## config.mk

```make
export PLATFORM = sky130hd
export DESIGN_NAME = qmj_fifo
export DESIGN_NICKNAME = d
export VERILOG_FILES = /design/src/sv/qmj_pkg.sv /design/src/sv/qmj_fifo.sv
export SDC_FILE = /design/constraint.sdc
export NUM_CORES = 1
export LEC_CHECK = 0
export ABC_AREA = 1
export ABC_CLOCK_PERIOD_IN_PS = 3300
export BUFFER_PORTS_ARGS = -buffer_cell sky130_fd_sc_hd__buf_2
export CORE_MARGIN = 2
export CORE_UTILIZATION = 50
export DETAILED_ROUTE_END_ITERATION = 8
export HOLD_SLACK_MARGIN = 0.15
export PLACE_DENSITY = 0.75
export REMOVE_ABC_BUFFERS = 1
export SLEW_MARGIN = 30
export SYNTH_ARGS = -nofsm -noshare
export SYNTH_HDL_FRONTEND = slang
export SYNTH_SLANG_ARGS = --single-unit
```

## constraint.sdc

```tcl
create_clock -name clk -period 3.3 [get_ports clk]
set_clock_uncertainty 0.2 [all_clocks]
set_input_delay 0.495 -clock clk [delete_from_list [all_inputs] [get_ports clk]]
set_output_delay 0.495 -clock clk [all_outputs]
set_load 0.02 [all_outputs]
```

## src/sv/qmj_pkg.sv

```systemverilog
// Shared types and constants of the minimum-jerk quintic coefficient block.
package qmj_pkg;

	localparam int VAL_W = 48;
	localparam int DUR_W = 24;
	localparam int ST_W  = 2;
	localparam int QUO_W = VAL_W + 1;

	typedef enum logic [ST_W-1:0] {
		ST_OK   = 2'd0,
		ST_ZERO = 2'd1,
		ST_SAT  = 2'd2
	} status_t;

	typedef struct packed {
		logic                    zero;
		logic signed [VAL_W-1:0] c0;
		logic signed [VAL_W-1:0] c1;
		logic signed [VAL_W-1:0] c2;
	} base_t;

	typedef struct packed {
		logic full;
		logic empty;
	} q_stat_t;

endpackage

```

## src/sv/qmj_fifo.sv

```systemverilog
// Small flop queue between front and back end.
module qmj_fifo #(
	parameter int W = 8,
	parameter int DEPTH = 4
) (
	input  logic             clk,
	input  logic             arst_n,
	input  logic             push,
	input  logic [W-1:0]     wdata,
	input  logic             pop,
	output logic [W-1:0]     rdata,
	output qmj_pkg::q_stat_t qs
);
	import qmj_pkg::*;

	localparam int AW = (DEPTH > 1) ? $clog2(DEPTH) : 1;
	localparam int CNTW = AW + 1;

	logic [W-1:0]    mem_q [0:DEPTH-1];
	logic [AW-1:0]   wr_q, rd_q;
	logic [CNTW-1:0] cnt_q;

	function automatic logic [AW-1:0] nxt(input logic [AW-1:0] p);
		return (p == AW'(DEPTH-1)) ? '0 : p + AW'(1);
	endfunction

	always_ff @(posedge clk or negedge arst_n) begin
		if (!arst_n) begin
			wr_q  <= '0;
			rd_q  <= '0;
			cnt_q <= '0;
		end else begin
			if (push) wr_q <= nxt(wr_q);
			if (pop) rd_q <= nxt(rd_q);
			if (push && !pop) cnt_q <= cnt_q + CNTW'(1);
			else if (pop && !push) cnt_q <= cnt_q - CNTW'(1);
		end
	end

	always_ff @(posedge clk) begin
		if (push) mem_q[wr_q] <= wdata;
	end

	assign rdata    = mem_q[rd_q];
	assign qs.full  = (cnt_q == CNTW'(DEPTH));
	assign qs.empty = (cnt_q == '0);

endmodule

```

=== Yosys cells after proc, flatten, opt, wreduce, memory -nomap -nowiden ===
Memory sizes are Yosys's and may differ from the RTL's.
Index checks and enable logic that the tools add are counted.

* Register bits after elaboration: 7
* Bits in writable memories: 32
* Input bits: 12
* Output and inout port bits: 10
* Word-level logic and storage cells: 23
* Memories kept: 1

* $add $sub $neg: 4
* Equality and inequality tests: 3
* Muxes and demuxes: 6
* Reduce and logical (&&, ||, !) cells: 6

{| class="wikitable"
|+ Memory list
! memory !! words !! bits a word !! rd ports !! clocked after Yosys merged registers in !! write ports !! line !! text
|-
| mem_q || 4 || 8 || 1 || 0 || 1 || qmj_fifo.sv:19 || <nowiki>logic [W-1:0] mem_q [0:DEPTH-1];</nowiki>
|}

{| class="wikitable"
|+ Operators by type and width
! kind !! count
|-
| 3-bit 2-to-1 mux || 2
|-
| 2-bit by 1-bit adder with 2-bit output, second input constant || 2
|-
| 2-bit equality test, second input constant || 2
|-
| 2-bit 2-to-1 mux || 2
|-
| 3-bit by 1-bit adder with 3-bit output, second input constant || 1
|-
| 3-bit equality test, second input constant || 1
|-
| 3-bit zero test || 1
|-
| 3-bit by 1-bit subtractor with 3-bit output, second input constant || 1
|-
| 1-bit logical AND || 2
|-
| 1-bit zero test || 2
|-
| 1-bit 2-to-1 mux || 2
|-
| 2-bit nonzero test || 1
|}

=== Depth between registers and ports, before layout ===
Gate-level depths: netlist of run 1.

* Word-level depth: 4
* Depth in mapped cells: 9
* Mapped depth without buffers: 9

=== Least setup slack after synthesis of run 1 ===
OpenSTA, ideal clock, no wires.

* Path type: input to register
* Start point: input port pop
* End point: register cnt_q[2]
* Library setup time: 117 ps
* Arrival: 1,337 ps
* Required time: 2,983 ps
* Setup slack: 1,646 ps
* Stages: 8
* Buffers on the path: 0
* Cells stage by stage: inv_1 -> ha_1 -> inv_1 -> fa_1 -> nand2_1 -> nand3_1 -> nand2_1 -> nand2_1

* Cells in the longest elaborated chain, start to end: 3
* Elaborated cells on any way between the ends: 5
* Classes of those cells: mux (1); reduce/logical (4)

{| class="wikitable"
|+ RTL lines
! item !! line !! text
|-
| start: declaration || qmj_fifo.sv:10 || <nowiki>input logic pop,</nowiki>
|-
| 1-bit zero test || qmj_fifo.sv:35 || <nowiki>if (push && !pop) cnt_q <= cnt_q + CNTW'(1);</nowiki>
|-
| 1-bit logical AND || qmj_fifo.sv:35 ||
|-
| 3-bit 2-to-1 mux or 2-bit nonzero test (tied branches) || - ||
|-
| end signal: assignment || qmj_fifo.sv:35 ||
|-
| end signal: assignment || qmj_fifo.sv:36 || <nowiki>else if (pop && !push) cnt_q <= cnt_q - CNTW'(1);</nowiki>
|-
| end: declaration || qmj_fifo.sv:21 || <nowiki>logic [CNTW-1:0] cnt_q;</nowiki>
|}

Several ways; a longest one is shown, not always the timed one.
A chain may end at the register's enable or synchronous reset.

=== Worst setup path in the final report of run 1 ===
* Start point: register rd_q[0]
* End point: output port rdata[2]

* Cells in the longest elaborated chain, start to end: 1

{| class="wikitable"
|+ RTL lines
! item !! line !! text
|-
| start: declaration || qmj_fifo.sv:20 || <nowiki>logic [AW-1:0] wr_q, rd_q;</nowiki>
|-
| start signal: assignment || qmj_fifo.sv:34 || <nowiki>if (pop) rd_q <= nxt(rd_q);</nowiki>
|-
| memory read 4 x 8 bit || - ||
|-
| end: declaration || qmj_fifo.sv:11 || <nowiki>output logic [W-1:0] rdata,</nowiki>
|}

No other way between the ends.

==> results.md, run 1 <==
* Buffers from clock root to sink, at most at 2
* Number of buffers and inverters on the critical path at 2
* Worst Setup End Kind: output pin
* WL final at 2.72 mm
* Critical path endpoint: rdata[2]
* Share of synthesized area occupied by flip-flops and latches at 0.667
* Worst supply voltage drop on vdd at 0.480 mV
* Post-CTS setup buffer count at 0
* Fraction of power consumed by sequential logic at 0.453
* Die height at 62.4 um
* Most area-consuming cells after synthesis: sky130_fd_sc_hd__edfxtp_1 56%, sky130_fd_sc_hd__dfrtp_1 10%, sky130_fd_sc_hd__nand2_1 8.4%
* H-tree levels at 2
* Clock Sink Count at 39
* Status: complete, no violations
* First element of the critical path: rd_q[0]
* Leading post-synthesis cells by instance count: 38 x sky130_fd_sc_hd__nand2_1, 32 x sky130_fd_sc_hd__edfxtp_1, 27 x sky130_fd_sc_hd__inv_1
* Total power draw at 1.61 mW
* Starting utilization of the core area at 0.514
* Critical path's largest stage delay at 420 ps
* Total CTS buffers at 5
* First-pass GRT wire length at 4.80 mm
* FF-to-FF setup slack at 1730 ps
* Synthesis warning total at 0
* Clock network fraction of design power at 0.204
* Hold Vio Cnt, Final at 0
* Buffer cell driving the clock tree root: sky130_fd_sc_hd__clkbuf_4
* Highest net fanout along the worst path at 33
* Core box area at 3310 um2
* Number of iterations in the first detailed-routing pass at 4
* Shortest period the worst path allows at 2320 ps
* Number of vias per cell at 4.97
* DP Wirelength at 1.86 mm
* Headroom to the max-slew limit at 0.672
* Routed via count at 1089
* Most common flop cell mapped by yosys: sky130_fd_sc_hd__edfxtp_1
* Vias in the first global route at 1044
* Share of synthesized registers carrying an async set or reset at 0.179
* Cts repair resizes at 0
* Post-synth EDFFs at 32
* Switching power share of the total at 0.368
* Hold-fix buffer count after cts at 1
* Final-report max-slew violation count at 0
* Residual overflow from global routing at 0
* Layout Utilization at 0.589
* Count of cells along the worst register-to-register path at 4
* Sum Neg Setup Slack at 0 ps
* Kind of cell adding the most delay to the critical path: buffers and inverters
* Most frequent cell after synthesis: sky130_fd_sc_hd__nand2_1
* Clk pin slew, worst setup/hold paths at 110 ps
* Power density over the cells at 824 nW/um2
* Cell row count at 21
* Horizontal extent of the die at 62.4 um
* Maximum number of pins on one net before global-route repair at 34
* Max-Cap Viols at 0
* Type of the most critical hold path: in2reg
* Leakage power total at 0.881 nW
* Source of the worst hold timing path: wdata[5]
* Yosys top cell area share at 0.564
* Final net count at 191
* Worst EP required at 2600 ps
* Top cell type by total area after synthesis: sky130_fd_sc_hd__edfxtp_1
* Number of distinct library cell variants in the gate-level netlist after synthesis at 17
* RD Place Congestion at 0.736
* Initial antenna violation count at 0
* Max Clock Freq at 431 MHz
* Crit path DAT at 1630 ps
* Library cell appearing most often on the critical path: sky130_fd_sc_hd__nand2_1
* Total die area at 3890 um2
* Worst-Skew Late Latency at 340 ps
* GRT Total Usage at 0.164
* Share of post-route cells with drive strength above 1 at 0.179
* DRC errors left at 0
* Logic depth of the worst path, buffers included at 5
* Final ANT Viol Nets at 0
* Startpoint type of the worst setup path: flop
* Mapped Area at 1700 um2
* Startpoint of the lowest-slack register-to-register path: wr_q[0]
* TritonCTS clock tree: yes
* Switching power at 0.591 mW
* # setup viols final at 0
* Count of input and output buffers at 21
* Post-route clock period utilization at 0.704
* Setup repair after global routing missed its margin: no
* Synth Instances at 144
* Worst Path Class, Setup: reg2out
* Comb pwr share at 0.343
* Wire length per cell at 12.4 um
* Count of pins on the block boundary at 22
* Cell internal power dissipation at 1.02 mW
* Endpoint of the worst register-to-register path: mem_q[0][4]
* Antenna fix cells at 0
* Transition time at the pin with the least slew margin at 491 ps
* Slowest-stage cell, CP: sky130_fd_sc_hd__dfrtp_1
* Mean instance size in the synthesized netlist at 11.8 um2
* Iteration-0 DRC Markers at 76
* Register bit count reported by yosys at 39
* Synthesis-to-finish area growth at 14.5%
* Cell chain of the critical path: inv_2 > nand2_1 > o211ai_1 > nand2_1 > buf_2
[worst register-to-register path: cells and delay by family, from the launching register on]
family / cells / cell delay, ps
flip-flops: 1 / 440
adder cells (fa/ha/maj): 1 / 150
buffers and inverters: 2 / 400
AND/OR/NAND/NOR: 1 / 50
[cell families (layout without fill, tap and decap cells)]
family / count (synthesis) / after routing / share of synthesized area
xor gates and xnor gates: 1 / 1 / 0.00514
buffers and inverters: 33 / 62 / 0.0882
AOI/OAI and AO/OA: 21 / 21 / 0.0852
DFF: 39 / 39 / 0.667
and+or+nand+nor: 43 / 43 / 0.0985
adders and majority gates: 7 / 7 / 0.0558
[state kept, by name, indices dropped and copies added (netlist names)]
name / count
mem_q: 32
rd_q: 2
cnt_q: 3
wr_q: 2
[how the worst min path moves through the flow]
stage / to / slack, ps / depth (start not counted)
6_report: mem_q[0][5] / 170 / 1
2_1_floorplan: cnt_q[0] / -0.6 / 0
3_3_place_gp: cnt_q[2] / 130 / 1
4_1_cts: mem_q[3][2] / 160 / 1
5_1_grt: mem_q[2][0] / 150 / 1
3_5_place_dp: cnt_q[0] / 140 / 1
[power by group through the flow]
stage | clock [mW] | combinational, mW | sequential (mW)
5_1_grt | 0.358 | 0.629 | 0.742
2_1_floorplan | 0 | 0.389 | 0.719
3_3_place_gp | 0 | 0.524 | 0.734
3_5_place_dp | 0 | 0.553 | 0.741
6_report | 0.328 | 0.551 | 0.728
4_1_cts | 0.334 | 0.557 | 0.730
[cell usage in the layout (no fill, tap or decap), types with 4 or more instances in the layout]
cell type / n
sky130_fd_sc_hd__nand2_1: 38
sky130_fd_sc_hd__buf_2: 21
sky130_fd_sc_hd__clkbuf_4: 5
sky130_fd_sc_hd__o211ai_1: 16
sky130_fd_sc_hd__dlygate4sd3_1: 4
sky130_fd_sc_hd__ha_1: 6
sky130_fd_sc_hd__inv_1: 27
sky130_fd_sc_hd__dfrtp_1: 7
sky130_fd_sc_hd__o21ai_0: 4
sky130_fd_sc_hd__edfxtp_1: 32
[metal layers]
layer,wire [um],part of all wire,track usage,vias to the layer above
met5,0,0,0,-
met4,40,0.015,0.0583,0
met3,125,0.046,0.0525,6
met2,1380,0.51,0.289,22
met1,1180,0.43,0.189,521
li1,-,-,-,540
[stage by stage]
step                std cells  hold slack, ps  instance area (um2)  setup slack [ps]
global placement          207             135                 1820              1450
CTS                       216             158                 1920               963
detailed placement        207             140                 1820              1360
finish                    219             167                 1950               977
floorplan                 140          -0.591                 1660              1600
global route              219             153                 1950               787
[final cells by class]
cell class | instances | area (um2)
inverter | 29 | 109
fill | 312 | 1360
sequential | 39 | 1140
multi-input combinational | 72 | 417
tap | 46 | 57.6
timing repair buffer | 25 | 145
clock inverter | 2 | 35.0
clock buffer | 6 | 51.3
Note: power is estimated with default switching activity, not from simulation.
==> run 2, diff against run 1 <==
- ABC_CLOCK_PERIOD_IN_PS: 3300 -> 2250
- clock period: 3.3 -> 2.25 ns (I/O delays scaled with it)
==> run 2 against run 1 <==
  * Hold slack got worse by 5.6 ps
  * Via count is 1.3% higher
  * Cell count is 3.2% higher
  * Combinational power grew 49%
  * Sequential cell count unchanged
  * First-iteration DRC count is 11% lower
  * Core utilization increased by 1.1 points
  * Die area is the same
  * Global-route usage about the same
  * Critical path depth down 1
==> results.md, run 2 (synthesized netlist as in run 1, its figures left out) <==
* Type of the most critical hold path: in2async
* Starting utilization of the core area at 0.514
* Buffer cell driving the clock tree root: sky130_fd_sc_hd__clkbuf_4
* Switching power share of the total at 0.387
* Die height at 62.4 um
* Post-route clock period utilization at 0.919
* Worst-Skew Late Latency at 330 ps
* Switching power at 0.860 mW
* Number of iterations in the first detailed-routing pass at 4
* Status: complete, no violations
* Worst Setup End Kind: output pin
* Worst supply voltage drop on vdd at 0.841 mV
* H-tree levels at 2
* Startpoint of the lowest-slack register-to-register path: wr_q[0]
* Wire length per cell at 12.3 um
* Residual overflow from global routing at 0
* Flip-flop count of the largest register after layout at 32
* Setup repair after global routing missed its margin: no
* Most common library cell in the layout ignoring fill and taps: sky130_fd_sc_hd__nand2_1
* Slowest-stage cell, CP: sky130_fd_sc_hd__dfrtp_1
* Largest registers: mem_q: 32 flops, cnt_q: 3 flops
* Cell row count at 21
* Critical path's largest stage delay at 600 ps
* Fin worst setup slack at 183 ps
* Max Clock Freq at 484 MHz
* Shortest period the worst path allows at 2070 ps
* Final net count at 198
* Final non-filler cell total at 226
* Final ANT Viol Nets at 0
* Clock Sink Count at 39
* Clock network fraction of design power at 0.147
* Vias in the first global route at 1095
* Endpoint of the worst register-to-register path: mem_q[2][2]
* Max-Cap Viols at 0
* Layout Utilization at 0.600
* Share of post-route cells with drive strength above 1 at 0.161
* Number of vias per cell at 4.88
* Initial antenna violation count at 0
* Count of cells along the worst register-to-register path at 4
* Final-report max-slew violation count at 0
* RD Place Congestion at 0.736
* Worst EP required at 1710 ps
* Placement Setup Slack at 445 ps
* Sum Neg Setup Slack at 0 ps
* GRT Total Usage at 0.164
* # setup viols final at 0
* First-pass GRT wire length at 4.86 mm
* FF-to-FF setup slack at 700 ps
* Total die area at 3890 um2
* Count of input and output buffers at 21
* Post-CTS setup buffer count at 0
* Fraction of power consumed by sequential logic at 0.483
* Leakage power total at 0.892 nW
* Placed Cells incl. Taps at 207
* Worst Path Class, Setup: reg2out
* Synthesis-to-finish area growth at 16.7%
* Cell chain of the critical path: inv_2 > o211ai_1 > nand2_1 > buf_2
* Final hold slack at 162 ps
* Routed via count at 1103
* TritonCTS clock tree: yes
* DRC errors left at 0
* Fin area at 1990 um2
* Horizontal extent of the die at 62.4 um
* Footprint of the multi-input gates at 417 um2
* Cell internal power dissipation at 1.36 mW
* WL final at 2.79 mm
* Total power draw at 2.22 mW
* Iteration-0 DRC Markers at 68
* Crit path DAT at 1530 ps
* Count of pins on the block boundary at 22
* Hold Vio Cnt, Final at 0
* Core box area at 3310 um2
* Power density over the cells at 1120 nW/um2
* Register bank with the most flops: mem_q
* Post-placement cell area at 1820 um2
* DP Wirelength at 1.87 mm
* Antenna fix cells at 0
* Startpoint type of the worst setup path: flop
* Maximum number of pins on one net before global-route repair at 34
* Comb pwr share at 0.370
* Register area at 1140 um2
* Layout fillers at 287
* Highest net fanout along the worst path at 10
* Commonest non-fill, non-tap cells in the layout: 38 x sky130_fd_sc_hd__nand2_1, 32 x sky130_fd_sc_hd__edfxtp_1, 27 x sky130_fd_sc_hd__inv_1
* Headroom to the max-slew limit at 0.732
* Total CTS buffers at 5
* Transition time at the pin with the least slew margin at 402 ps
* Buffers from clock root to sink, at most at 2
* Clk pin slew, worst setup/hold paths at 110 ps
-- run 2: layout make-up --
type | instances | area share
Inverter | 29 | 0.0560
Clock buffer | 7 | 0.0227
Clock inverter | 1 | 0.00252
Sequential cell | 39 | 0.572
Multi-Input combinational cell | 72 | 0.210
Timing Repair Buffer | 32 | 0.108
Tap cell | 46 | 0.0290
-- run 2: worst max-delay path: cells and delay by family, from the launching register on --
family	cells	cell delay, ps
flip-flops	1	600
buffers and inverters	2	350
AO/OA/AOI/OAI	1	160
AND/OR/NAND/NOR	1	100
-- run 2: how the worst max path moves through the flow --
stage          slack, ps       end     from
6_report             180  rdata[2]  rd_q[1]
5_1_grt               80  rdata[2]  rd_q[1]
4_1_cts               70  rdata[2]  rd_q[0]
3_5_place_dp         450  rdata[2]  rd_q[0]
3_3_place_gp         560  rdata[2]  rd_q[0]
2_1_floorplan        710  rdata[0]  rd_q[0]
-- run 2: layer usage --
metal | global-route usage | routed length, um | up-vias
met5 | 0 | 0 | -
met4 | 0.0667 | 35 | 0
met3 | 0.0362 | 131 | 5
met2 | 0.292 | 1420 | 29
met1 | 0.194 | 1210 | 516
li1 | - | - | 553
-- run 2: timing repair --
item	in CTS	in global routing
hold endpoints to repair	43	0
setup endpoints to repair	0	6
gates resized for setup	0	2
hold buffers	11	0
-- run 2: power groups by stage --
stage | Combinational, mW | Sequential (mW) | Clock, mW
finish | 0.822 | 1.07 | 0.326
global route | 0.925 | 1.09 | 0.361
CTS | 0.834 | 1.07 | 0.334
detailed placement | 0.816 | 1.09 | 0
global placement | 0.768 | 1.08 | 0
floorplan | 0.571 | 1.05 | 0
